[config.mk]
export PLATFORM = sky130hd
export DESIGN_NAME = hue_saturation_to_rgb
export DESIGN_NICKNAME = d
export VERILOG_FILES = /design/src/rtl/hsr_pkg.sv /design/src/rtl/hsr_sector.sv /design/src/rtl/hsr_scale.sv /design/src/rtl/hue_saturation_to_rgb.sv
export SDC_FILE = /design/constraint.sdc
export NUM_CORES = 1
export LEC_CHECK = 0
export ABC_AREA = 1
export BUFFER_PORTS_ARGS = -buffer_cell sky130_fd_sc_hd__buf_2
export CAP_MARGIN = 20
export CORE_ASPECT_RATIO = 1.25
export CORE_MARGIN = 2
export CORE_UTILIZATION = 57
export DETAILED_ROUTE_END_ITERATION = 16
export GPL_TIMING_DRIVEN = 0
export PLACE_DENSITY = 0.73
export RECOVER_POWER = 25
export SYNTH_ARGS = -nofsm -noshare
export SYNTH_HDL_FRONTEND = slang
export SYNTH_HIERARCHICAL = 1
export SYNTH_SLANG_ARGS = --single-unit
[constraint.sdc]
create_clock -name clk_i -period 12.7 [get_ports clk_i]
set_input_delay 0 -clock clk_i [delete_from_list [all_inputs] [get_ports clk_i]]
set_output_delay 0 -clock clk_i [all_outputs]
set_load 0.05 [all_outputs]
[src/rtl/hsr_pkg.sv]
// ----------------------------------------------------------------------------
// hsr_pkg
// Shared types and constants for the hue/saturation to RGB converter.
// ----------------------------------------------------------------------------
package hsr_pkg;

  // Input item: hue in degrees, saturation in percent
  typedef struct packed {
    logic [8:0] hue_degrees;
    logic [6:0] saturation_percent;
  } hsr_in_t;

  // Result item: 8-bit color channels
  typedef struct packed {
    logic [7:0] red;
    logic [7:0] green;
    logic [7:0] blue;
  } hsr_out_t;

  localparam int unsigned NumChan = 3;

  typedef logic [5:0]  hsr_frac_t;   // F in 0..60
  typedef logic [12:0] hsr_diff_t;   // 6000 - sat*F
  typedef logic [12:0] hsr_quot_t;   // (17*D) >> 4

  // Channel order: red, green, blue. Offset is 60*n for n = 5, 3, 1.
  localparam logic [NumChan-1:0][9:0] ChanOffset = {10'd60, 10'd180, 10'd300};

  localparam logic [9:0]  CircleDeg  = 10'd360;
  localparam logic [9:0]  TwoCircle  = 10'd720;
  localparam logic [8:0]  PeakDeg    = 9'd240;
  localparam logic [8:0]  SectorDeg  = 9'd60;
  localparam logic [6:0]  SatMax     = 7'd100;
  localparam logic [12:0] Denom      = 13'd6000;
  // 255/6000 = 17/400 = (17/16)/25; /25 as *5243 >> 17, exact for y < 8192
  localparam logic [4:0]  ScaleNum   = 5'd17;
  localparam logic [12:0] RecipMul   = 13'd5243;
  localparam int unsigned RecipShift = 17;

endpackage

[src/rtl/hsr_sector.sv]
// ----------------------------------------------------------------------------
// hsr_sector
// Stage 1: wraps hue per channel, forms the clamped ramp F, clamps saturation.
// ----------------------------------------------------------------------------
module hsr_sector import hsr_pkg::*; (
  input  logic                           clk_i,
  input  logic                           rst_ni,
  input  logic                           valid_i,
  input  hsr_in_t                        item_i,
  output logic                           valid_o,
  output logic [6:0]                     sat_o,
  output logic [NumChan-1:0][5:0]        frac_o
);

  logic                    valid_q;
  logic [6:0]              sat_d, sat_q;
  logic [NumChan-1:0][5:0] frac_d, frac_q;

  always_comb begin
    logic [9:0] sum;
    logic [8:0] k;
    logic [8:0] other;
    logic [8:0] m;
    sat_d = (item_i.saturation_percent > SatMax) ? SatMax : item_i.saturation_percent;
    for (int c = 0; c < NumChan; c++) begin
      sum = {1'b0, item_i.hue_degrees} + ChanOffset[c];
      if (sum >= TwoCircle) begin
        sum = sum - TwoCircle;
      end else if (sum >= CircleDeg) begin
        sum = sum - CircleDeg;
      end
      k     = sum[8:0];
      other = PeakDeg - k;
      m     = (k < other) ? k : other;
      if (k >= PeakDeg) begin
        frac_d[c] = '0;
      end else if (m > SectorDeg) begin
        frac_d[c] = SectorDeg[5:0];
      end else begin
        frac_d[c] = m[5:0];
      end
    end
  end

  always_ff @(posedge clk_i or negedge rst_ni) begin
    if (!rst_ni) begin
      valid_q <= 1'b0;
    end else begin
      valid_q <= valid_i;
    end
  end

  always_ff @(posedge clk_i) begin
    sat_q  <= sat_d;
    frac_q <= frac_d;
  end

  assign valid_o = valid_q;
  assign sat_o   = sat_q;
  assign frac_o  = frac_q;

endmodule

[src/rtl/hsr_scale.sv]
// ----------------------------------------------------------------------------
// hsr_scale
// Stages 2-4: sat*F, scale by 17/16, divide by 25 via reciprocal multiply.
// ----------------------------------------------------------------------------
module hsr_scale import hsr_pkg::*; (
  input  logic                    clk_i,
  input  logic                    rst_ni,
  input  logic                    valid_i,
  input  logic [6:0]              sat_i,
  input  logic [NumChan-1:0][5:0] frac_i,
  output logic                    valid_o,
  output hsr_out_t                result_o
);

  logic [2:0]                 valid_q;
  hsr_diff_t [NumChan-1:0]    diff_d, diff_q;
  hsr_quot_t [NumChan-1:0]    quot_d, quot_q;
  logic [NumChan-1:0][7:0]    chan_d, chan_q;

  // stage 2: D = 6000 - sat*F  (sat*F <= 6000)
  always_comb begin
    logic [12:0] prod;
    for (int c = 0; c < NumChan; c++) begin
      prod      = 13'(sat_i * frac_i[c]);
      diff_d[c] = Denom - prod;
    end
  end

  // stage 3: y = (17*D) >> 4
  always_comb begin
    logic [16:0] x;
    for (int c = 0; c < NumChan; c++) begin
      x         = 17'(diff_q[c] * ScaleNum);
      quot_d[c] = x[16:4];
    end
  end

  // stage 4: y / 25
  always_comb begin
    logic [25:0] r;
    for (int c = 0; c < NumChan; c++) begin
      r         = 26'(quot_q[c] * RecipMul);
      chan_d[c] = r[RecipShift +: 8];
    end
  end

  always_ff @(posedge clk_i or negedge rst_ni) begin
    if (!rst_ni) begin
      valid_q <= '0;
    end else begin
      valid_q <= {valid_q[1:0], valid_i};
    end
  end

  always_ff @(posedge clk_i) begin
    diff_q <= diff_d;
    quot_q <= quot_d;
    chan_q <= chan_d;
  end

  assign valid_o        = valid_q[2];
  assign result_o.red   = chan_q[0];
  assign result_o.green = chan_q[1];
  assign result_o.blue  = chan_q[2];

endmodule

[src/rtl/hue_saturation_to_rgb.sv]
// ----------------------------------------------------------------------------
// hue_saturation_to_rgb
// HSV to RGB at full value: hue in degrees, saturation in percent, 8-bit RGB.
// ----------------------------------------------------------------------------
// Each accepted item passes the stage 1 register, then the stage 2-4 registers.
// Throughput: one item per cycle; busy is never raised, so start may stay high.
// Each result is shown for one cycle with valid_o; the receiver cannot stall.
// Reset (rst_ni, async, active low) clears the valid pipeline only; no
// items are in flight afterwards and the data path needs no init.
module hue_saturation_to_rgb import hsr_pkg::*; (
  input  logic     clk_i,
  input  logic     rst_ni,
  input  logic     start,
  output logic     busy,
  input  hsr_in_t  item_i,
  output logic     valid_o,
  output hsr_out_t result_o
);

  logic                    s1_valid;
  logic [6:0]              s1_sat;
  logic [NumChan-1:0][5:0] s1_frac;

  // Every stage advances each cycle and the output cannot be held off,
  // so there is never a reason to refuse an item.
  assign busy = 1'b0;

  // Stage 1: hue wrap per channel (two compare/subtract steps), ramp F
  // with its clamp, and saturation clamp to 100 %.
  hsr_sector u_sector (
    .clk_i   (clk_i),
    .rst_ni  (rst_ni),
    .valid_i (start & ~busy),
    .item_i  (item_i),
    .valid_o (s1_valid),
    .sat_o   (s1_sat),
    .frac_o  (s1_frac)
  );

  // Stages 2-4: 255*(6000 - s*F)/6000 rewritten as ((17*D) >> 4) / 25,
  // one narrow multiply per stage, the last stage's register is the output.
  hsr_scale u_scale (
    .clk_i    (clk_i),
    .rst_ni   (rst_ni),
    .valid_i  (s1_valid),
    .sat_i    (s1_sat),
    .frac_i   (s1_frac),
    .valid_o  (valid_o),
    .result_o (result_o)
  );

endmodule

==> results of run 1 <==
## registers in the layout, summed over array words and instances (netlist names)
signal and flops:
u_scale/diff_q 39, u_scale/quot_q 39, u_scale/result_o 24, u_scale/valid_q 3, u_sector/frac_o 18, u_sector/sat_o 7, u_sector/valid_o 1
## worst max-delay path by stage
stage	startpoint	end	slack [ns]	cells after the start
after global routing	u_sector/sat_o[4]	u_scale/diff_q[24]	7.66	15
after CTS	u_sector/sat_o[4]	u_scale/diff_q[24]	7.95	15
after floorplan	u_scale/quot_q[36]	u_scale/result_o[5]	8.63	18
final	u_sector/sat_o[4]	u_scale/diff_q[24]	7.93	15
after detailed placement	u_sector/sat_o[4]	u_scale/diff_q[24]	8.00	15
after global placement	u_sector/sat_o[4]	u_scale/diff_q[24]	8.00	15
## layout make-up
cell class	count	area (um2)
Multi-Input combinational cell	2010	16840
Tap cell	492	615.6
Fill cell	3374	14530
Clock inverter	14	166.4
Clock buffer	18	450.4
Buffer	22	117.6
Timing Repair Buffer	55	314.1
Inverter	656	2462
Sequential cell	131	2643
## cell usage in the layout (no fill, tap or decap), types with 5 or more instances in the layout
cell type / instances
a21o_1: 10
a21oi_1: 121
a31oi_1: 5
buf_2: 17
clkbuf_1: 41
clkbuf_16: 18
clkinv_4: 6
dfxtp_1: 127
dlygate4sd3_1: 14
fa_1: 234
ha_1: 450
inv_1: 639
inv_2: 16
nand2_1: 585
nand2_2: 21
nand2_4: 5
nand3_1: 131
nand3_2: 11
nand4_1: 35
nor2_1: 160
nor2_2: 8
nor3_1: 11
o21ai_0: 57
o21ai_1: 9
o21bai_1: 16
xnor2_1: 26
xor2_1: 58
xor2_2: 6
## layer usage
metal,up-vias,part of all wire [%],GRT usage [%]
met4,0,3.6,9.756
met1,8241,41,26.44
met2,319,53,46.72
met3,121,2.7,3.008
li1,8925,-,-
met5,-,0,0
## critical path: cells and delay by family, from the launching register on
kind / cells / cell delay [ns]
adders and majority gates: 5 / 2.41
buffers and inverters: 4 / 1.07
and+or+nand+nor: 4 / 0.46
DFF: 1 / 0.31
AOI/OAI and AO/OA: 1 / 0.26
xor gates and xnor gates: 1 / 0.16
## stage by stage
| stage | hold WS, ns | cell area, um2 | instances | utilization (%) |
|---|---|---|---|---|
| floorplan | -0.2956 | 22060 | 2819 | - |
| global placement | -0.1978 | 22880 | 3352 | 60.00 |
| detailed placement | -0.1897 | 22880 | 3352 | 60.00 |
| CTS | 0.06971 | 23640 | 3398 | 61.99 |
| global route | 0.1359 | 23610 | 3398 | 61.91 |
| finish | 0.09552 | 23610 | 3398 | 61.91 |
## cell families (layout without fill, tap and decap cells)
| group | Yosys count | in the layout | synth area share, % |
|---|---|---|---|
| and+or+nand+nor | 992 | 992 | 19.53 |
| adders and majority gates | 684 | 684 | 46.75 |
| buffers and inverters | 678 | 765 | 11.69 |
| AOI/OAI and AO/OA | 243 | 243 | 6.255 |
| DFF | 131 | 131 | 11.98 |
| xor gates and xnor gates | 90 | 90 | 3.777 |
| other | 1 | 1 | 0.01700 |
==> run_results.csv, run 1 <==
group,metric,value,unit
outcome,status,"finished, final reports clean",
global_routing,grt.total_usage,24.14,%
global_routing,antenna_found_initial,0,
detailed_routing,drt_iter0_markers,669,
timing,setup_ws,7.930,ns
clocking,cts_setup_buffers,0,
synth,async_flop_share,3.053,%
timing,post-route-min-period,4.770,ns
clocking,hold_buffers,14,
timing,hold_violations,0,
finish,area_growth,7.010,%
synth,synthTopCellsByCount,"inv_1, nand2_1, ha_1, fa_1, nor2_1",
worst_setup_path,crit_arrival,5.14,ns
synth,yosysUniqueCellTypes,57,
detailed_routing,antenna_left,0,
clocking,clkSinkCount,131,
place,dp_hpwl,39360,um
min_path,hold_end,"u_sector/frac_o[2]",
clocking,clk_path_buf_depth,2,
global_routing,grt_max_degree,17,
floorplan,core_area,38140,um2
synth,synth_top_cells_by_area,"ha_1, fa_1, dfxtp_1",
synth,yosysMostFrequentCell,"inv_1",
detailed_routing,vias,17610,
timing,tightest_slew,0.7511,ns
finish,fin_nets,3596,
synth,ys_warn_count,6,
timing,timing.fmax,209.6,MHz
clocking,worstSkewPairLatency,0.44,ns
synth,syn_avg_cell_area,7.826,um2
global_routing,grt_pass1_wl,81080,um
synth,synthesis.nets,3522,
worst_setup_path,reg2reg_from,"u_sector/sat_o[4]",
timing,fin_crit_sh,37.56,%
synth,yosysTopAreaCellShare,25.52,%
worst_setup_path,reg2reg_to,"u_scale/diff_q[24]",
timing,setup_viol,0,
clocking,cts_resized,0,
floorplan,ios,45,
global_routing,grt_pass1_vias,18710,
clocking,clkTransAtPathRegs,0.06,ns
synth,synth.largest_area_cell,"ha_1",
worst_setup_path,path_cells,"clkbuf_1, clkbuf_1, nand2_1, fa_1, inv_1, fa_1, inv_1, fa_1, fa_1, ha_1, nand2_1, o21ai_0, nand2_1, nand3_1, xor2_1",
place,gp_congestion,0.9470,
finish,n_antenna_cell,0,
clocking,cts_buffers,17,
synth,synth_ff_type,"dfxtp_1",
detailed_routing,via_per_inst,5.181,
detailed_routing,first_pass_iters,5,
floorplan,dieArea,40310,um2
job,maxCapViolCount,0,
clocking,cts_tree,"yes",
timing,rsz0062_at_grt,"no",
min_path,holdCritStartpoint,"item_i[9]",
clocking,cts_max_level,4,
min_path,worstHoldPathCells,5,
worst_setup_path,worstPathMaxFanout,10,
worst_setup_path,crit_type,"flop to flop",
finish,drive_gt1_share,4.921,%
timing,worst_clock_skew,0.01090,ns
worst_setup_path,r2r_cells,15,
timing,slew_headroom,49.56,%
min_path,min_path_type,"primary input to flop",
worst_setup_path,startpoint_type,"flop",
global_routing,grt_overflow_total,0,
floorplan,num_rows,80,
worst_setup_path,cp_slowest_cell,"fa_1",
synth,synth_seq_cells,131,
detailed_routing,drc_errors,0,
timing,finalSetupTns,0,ns
synth,synth_edf_count,0,
worst_setup_path,rrSetupSlack,7.93,ns
floorplan,die_w,180.0,um
place,placement.io_buffers,41,
synth,synth_cells,2819,
synth,syn_area,22060,um2
place,dp_slack,7.997,ns
detailed_routing,wirelength,46270,um
timing,report.final.slew_viol_count,0,
synth,yosysSeqAreaShare,11.98,%
worst_setup_path,crit_required,13.07,ns
worst_setup_path,critPathMaxStageDelay,0.54,ns
floorplan,die_height,224.0,um
worst_setup_path,endpoint_kind,"flop",
clocking,cts_root_buffer,"clkbuf_16",
detailed_routing,wire_per_inst,13.62,um
worst_setup_path,timing.critical_path.mode_cell,"fa_1",
floorplan,start_util,57.85,%
Power of run 1 is not shown: default switching activity piles up to over one toggle a cycle in this logic, so the estimate is an artifact.
==> run 2: changes to the inputs <==
==> constraint.sdc (replaced) <==
create_clock -name clk_i -period 4.6 [get_ports clk_i]
set_input_delay 0 -clock clk_i [delete_from_list [all_inputs] [get_ports clk_i]]
set_output_delay 0 -clock clk_i [all_outputs]
set_load 0.05 [all_outputs]
==> run 2 against run 1 <==
Critical path depth decreased by 1. Via count is 0.16% lower. First-iteration DRC count grew 5.4%. Register-to-register slack worse by 7.7 ns. Worst hold slack lost 0.0039 ns. Critical path type unchanged. Critical endpoint unchanged.
==> run_results.csv, run 2 (synthesis gave the netlist of run 1 again) <==
group,metric,value,unit
worst_setup_path,crit_type,"flop to flop",
clocking,clk_path_buf_depth,2,
worst_setup_path,endpoint_kind,"flop",
clocking,cts_tree,"yes",
finish,n_antenna_cell,0,
worst_setup_path,timing.critical_path.mode_cell,"fa_1",
floorplan,die_w,180.0,um
timing,timing.fmax,231.1,MHz
global_routing,grt_pass1_wl,81080,um
worst_setup_path,startpoint_type,"flop",
detailed_routing,highest_layer,"met4",
timing,finalSetupTns,0,ns
global_routing,grt_overflow_total,0,
detailed_routing,via_per_inst,5.180,
global_routing,grt.total_usage,24.14,%
clocking,cts_max_level,4,
min_path,min_path_type,"primary input to flop",
worst_setup_path,crit_required,4.97,ns
global_routing,grt_max_degree,17,
timing,setup_viol,0,
timing,post-route-min-period,4.327,ns
floorplan,dieArea,40310,um2
place,gp_congestion,0.9470,
timing,hold_violations,0,
worst_setup_path,path_cells,"clkbuf_2, nand2_1, fa_1, inv_1, fa_1, inv_1, fa_1, fa_1, ha_1, nand2_1, o21ai_0, nand2_1, nand3_1, xor2_1",
floorplan,ios,45,
outcome,status,"finished, final reports clean",
floorplan,start_util,57.85,%
detailed_routing,wire_per_inst,13.63,um
clocking,cts_buffers,17,
detailed_routing,vias,17580,
detailed_routing,wl_met2,24630,um
place,placement.io_buffers,41,
detailed_routing,drc_errors,0,
clocking,worstSkewPairLatency,0.45,ns
floorplan,core_area,38140,um2
job,maxCapViolCount,0,
finish,area_growth,7.095,%
global_routing,antenna_found_initial,0,
clocking,cts_setup_buffers,0,
clocking,cts_root_buffer,"clkbuf_16",
detailed_routing,wirelength,46250,um
finish,fin_nets,3591,
place,dp_hpwl,39360,um
floorplan,die_height,224.0,um
clocking,clkTransAtPathRegs,0.06,ns
detailed_routing,antenna_left,0,
clocking,clkSinkCount,131,
detailed_routing,first_pass_iters,5,
worst_setup_path,worstPathMaxFanout,10,
worst_setup_path,crit_arrival,4.70,ns
timing,tightest_slew,0.6629,ns
finish,final_cell_mix,"inv_1, nand2_1, ha_1, fa_1, nor2_1",
timing,rsz0062_at_grt,"no",
timing,timing.hold.ws,0.09166,ns
global_routing,grt_pass1_vias,18710,
floorplan,num_rows,80,
finish,final_common_cell,"inv_1",
timing,worst_clock_skew,0.01180,ns
timing,fin_crit_sh,94.07,%
finish,drive_gt1_share,5.688,%
detailed_routing,wl_met1,18830,um
timing,report.final.slew_viol_count,0,
worst_setup_path,cp_slowest_cell,"fa_1",
detailed_routing,drt_iter0_markers,705,
detailed_routing,met3WireLength,1166,um
timing,slew_headroom,55.81,%
worst_setup_path,critPathMaxStageDelay,0.55,ns
[run 2: cell types whose count changed in the layout (fill, tap and decap cells not counted), moves of 5 or more]
| cell | before | now |
|---|---|---|
| dfxtp_2 | 0 | 14 |
| clkbuf_1 | 41 | 30 |
| dfxtp_1 | 127 | 113 |
| clkbuf_2 | 0 | 5 |
[run 2: what timing repair did]
item	CTS	global route
gates resized for setup	2	22
endpoints found under the hold margin	16	0
setup endpoints to repair	10	35
hold buffers	14	0
[run 2: worst max-delay path, delay by kind of cell (launching register included)]
kind	cells	cell delay (ns)
compound gates	1	0.26
xor+xnor	1	0.16
fa+ha+maj	5	2.43
buf+inv	3	0.43
flops	1	0.54
simple gates	4	0.41
[run 2: cell type report]
class / instances / area [um2]
sequential: 131 / 2660
fill: 3365 / 14510
buffer: 17 / 105.1
clock buffer: 18 / 450.4
inverter: 656 / 2462
timing repair buffer: 55 / 315.3
multi-input combinational: 2010 / 16850
clock inverter: 14 / 166.4
tap: 492 / 615.6
[run 2: path summary, 6_finish.rpt]
kind                                    startpoint                  to  slack (ns)  cells after the start
min in group asynchronous                   rst_ni  u_scale/valid_q[1]        0.45                      3
worst max-delay path             u_sector/sat_o[3]  u_scale/diff_q[24]        0.27                     14
worst min register to register  u_scale/valid_q[0]  u_scale/valid_q[1]        0.36                      0
worst max register to register   u_sector/sat_o[3]  u_scale/diff_q[24]        0.27                     14
max in group asynchronous                   rst_ni    u_sector/valid_o        3.98                      3
worst min-delay path                     item_i[9]  u_sector/frac_o[2]        0.09                      5
[run 2: layer usage]
metal | track usage (%) | vias to the layer above
met5 | 0 | -
met4 | 9.756 | 0
met3 | 3.008 | 115
met2 | 46.72 | 299
met1 | 26.44 | 8248
li1 | - | 8915
[run 2: per-stage QoR]
step / instances / instance area, um2 / utilization, % / setup slack (ns)
2_1_floorplan: 2819 / 22060 / - / 0.5312
3_3_place_gp: 3352 / 22880 / 60.00 / -0.1030
3_5_place_dp: 3352 / 22880 / 60.00 / -0.1029
4_1_cts: 3398 / 23640 / 61.99 / 0.002741
5_1_grt: 3393 / 23630 / 61.96 / 0.008718
6_report: 3393 / 23630 / 61.96 / 0.2726
Power of run 2 is left out for the same reason.
==> run 3: changes to the inputs <==
--- a/config.mk
+++ b/config.mk
@@ -12,7 +12,6 @@
 export CORE_MARGIN = 2
 export CORE_UTILIZATION = 57
 export DETAILED_ROUTE_END_ITERATION = 16
-export GPL_TIMING_DRIVEN = 0
 export PLACE_DENSITY = 0.73
 export RECOVER_POWER = 25
 export SYNTH_ARGS = -nofsm -noshare
==> run 3 against run 2 <==
Global-route usage rose by 0.30 points. Non-clock buffer count is 1 lower. Worst hold slack lost 0.036 ns. Clock skew grew 0.0066 ns. Wire length up 0.44%. First-iteration DRC count is 6.5% lower. Core utilization is essentially flat. Die area stayed put. Critical path type unchanged. Highest routed layer unchanged.
==> run_results.csv, run 3 (synthesis gave the netlist of run 1 again) <==
group,metric,value,unit
detailed_routing,first_pass_iters,7,
timing,fin_crit_sh,94.02,%
detailed_routing,antenna_left,0,
global_routing,grt.total_usage,24.45,%
timing,hold_violations,0,
clocking,worstSkewPairLatency,0.45,ns
detailed_routing,drc_errors,0,
clocking,cts_buffers,17,
global_routing,grt_max_degree,17,
clocking,cts_root_buffer,"clkbuf_16",
timing,rsz0062_at_grt,"no",
floorplan,dieArea,40310,um2
timing,slew_headroom,58.22,%
worst_setup_path,startpoint_type,"flop",
worst_setup_path,crit_required,4.94,ns
place,placement.io_buffers,43,
clocking,cts_tree,"yes",
global_routing,antenna_found_initial,0,
finish,n_antenna_cell,0,
finish,num-fill-cells,3335,
detailed_routing,drt_iter0_markers,659,
timing,setup_viol,0,
timing,finalSetupTns,0,ns
clocking,cts_setup_buffers,0,
worst_setup_path,crit_type,"flop to flop",
floorplan,start_util,57.85,%
clocking,clk_path_buf_depth,2,
timing,report.final.slew_viol_count,0,
worst_setup_path,endpoint_kind,"flop",
detailed_routing,via_per_inst,5.178,
place,dp_hpwl,39710,um
place,gp_congestion,0.9064,
global_routing,grt_pass1_wl,82120,um
clocking,clkTransAtPathRegs,0.06,ns
finish,fin_nets,3590,
detailed_routing,wire_per_inst,13.70,um
worst_setup_path,worstPathMaxFanout,5,
finish,drive_gt1_share,5.243,%
outcome,status,"finished, final reports clean",
floorplan,die_w,180.0,um
finish,final_common_cell,"inv_1",
clocking,cts_max_level,4,
timing,worst_clock_skew,0.01839,ns
floorplan,num_rows,80,
global_routing,grt_pass1_vias,18810,
worst_setup_path,r2r_cells,17,
global_routing,grt_overflow_total,0,
clocking,clkSinkCount,131,
timing,tightest_slew,0.6258,ns
detailed_routing,vias,17560,
min_path,worstHoldPathCells,4,
finish,area_growth,7.021,%
worst_setup_path,crit_arrival,4.66,ns
min_path,min_path_type,"primary input to flop",
timing,timing.fmax,231.2,MHz
finish,final_cell_mix,"inv_1, nand2_1, ha_1, fa_1, nor2_1",
detailed_routing,wirelength,46450,um
floorplan,ios,45,
floorplan,core_area,38140,um2
timing,post-route-min-period,4.325,ns
floorplan,die_height,224.0,um
job,maxCapViolCount,0,
run 3: path summary, 6_finish.rpt:
kind	from	endpoint	slack, ns
setup / recovery	u_scale/quot_q[30]	u_scale/result_o[0]	0.27
hold / removal	item_i[9]	u_sector/frac_o[2]	0.06
setup reg to reg	u_scale/quot_q[30]	u_scale/result_o[0]	0.27
hold reg to reg	u_scale/valid_q[0]	u_scale/valid_q[1]	0.35
max in group asynchronous	rst_ni	u_scale/valid_q[1]	3.99
min in group asynchronous	rst_ni	u_sector/valid_o	0.45
run 3: per-stage QoR:
stage	setup slack [ns]	instances	util, %	area, um2	hold WS [ns]
2_1_floorplan	0.5312	2819	-	22060	-0.2956
3_3_place_gp	0.3409	3345	59.98	22870	-0.1973
4_1_cts	0.2166	3391	61.99	23640	0.03245
5_1_grt	0.01248	3391	61.91	23610	0.1167
3_5_place_dp	0.2590	3345	59.98	22870	-0.1930
6_report	0.2749	3391	61.91	23610	0.05612
run 3: cell type report:
class                   instances  area, um2  area share (%)
multi-input cells            2010      16840           71.32
flip-flops and latches        131       2648           11.21
inverters                     656       2462           10.43
well taps                     492      615.6           2.607
clock buffers                  22      464.2           1.966
repair buffers                 71      429.2           1.818
clock inverters                 9      152.6          0.6465
run 3: layer usage:
layer	GRT usage, %	wire [um]	share of wire (%)
met1	26.49	18830	41
met2	48.57	25130	54
met3	2.341	1106	2.4
met4	9.048	1390	3.0
met5	0	0	0
run 3: timing repair:
| action | 4_1_cts | 5_1_grt |
|---|---|---|
| hold endpoints to repair | 16 | 0 |
| hold buffers | 15 | 0 |
| resized for setup | 0 | 4 |
| endpoints found under the setup margin | 0 | 8 |
run 3: critical path, cell delays in order, from the launching register on:
cell and delay [ns]:
dfxtp_1 0.47, inv_1 0.14, fa_1 0.55, inv_1 0.04, ha_1 0.22, fa_1 0.53, inv_1 0.05, fa_1 0.47
fa_1 0.55, inv_1 0.05, ha_1 0.32, nand2_1 0.09, nor2_1 0.22, nand3_1 0.10, o21ai_0 0.26, inv_1 0.07
nand2_1 0.06, nand2_1 0.05
Power of run 3 is left out for the same reason.
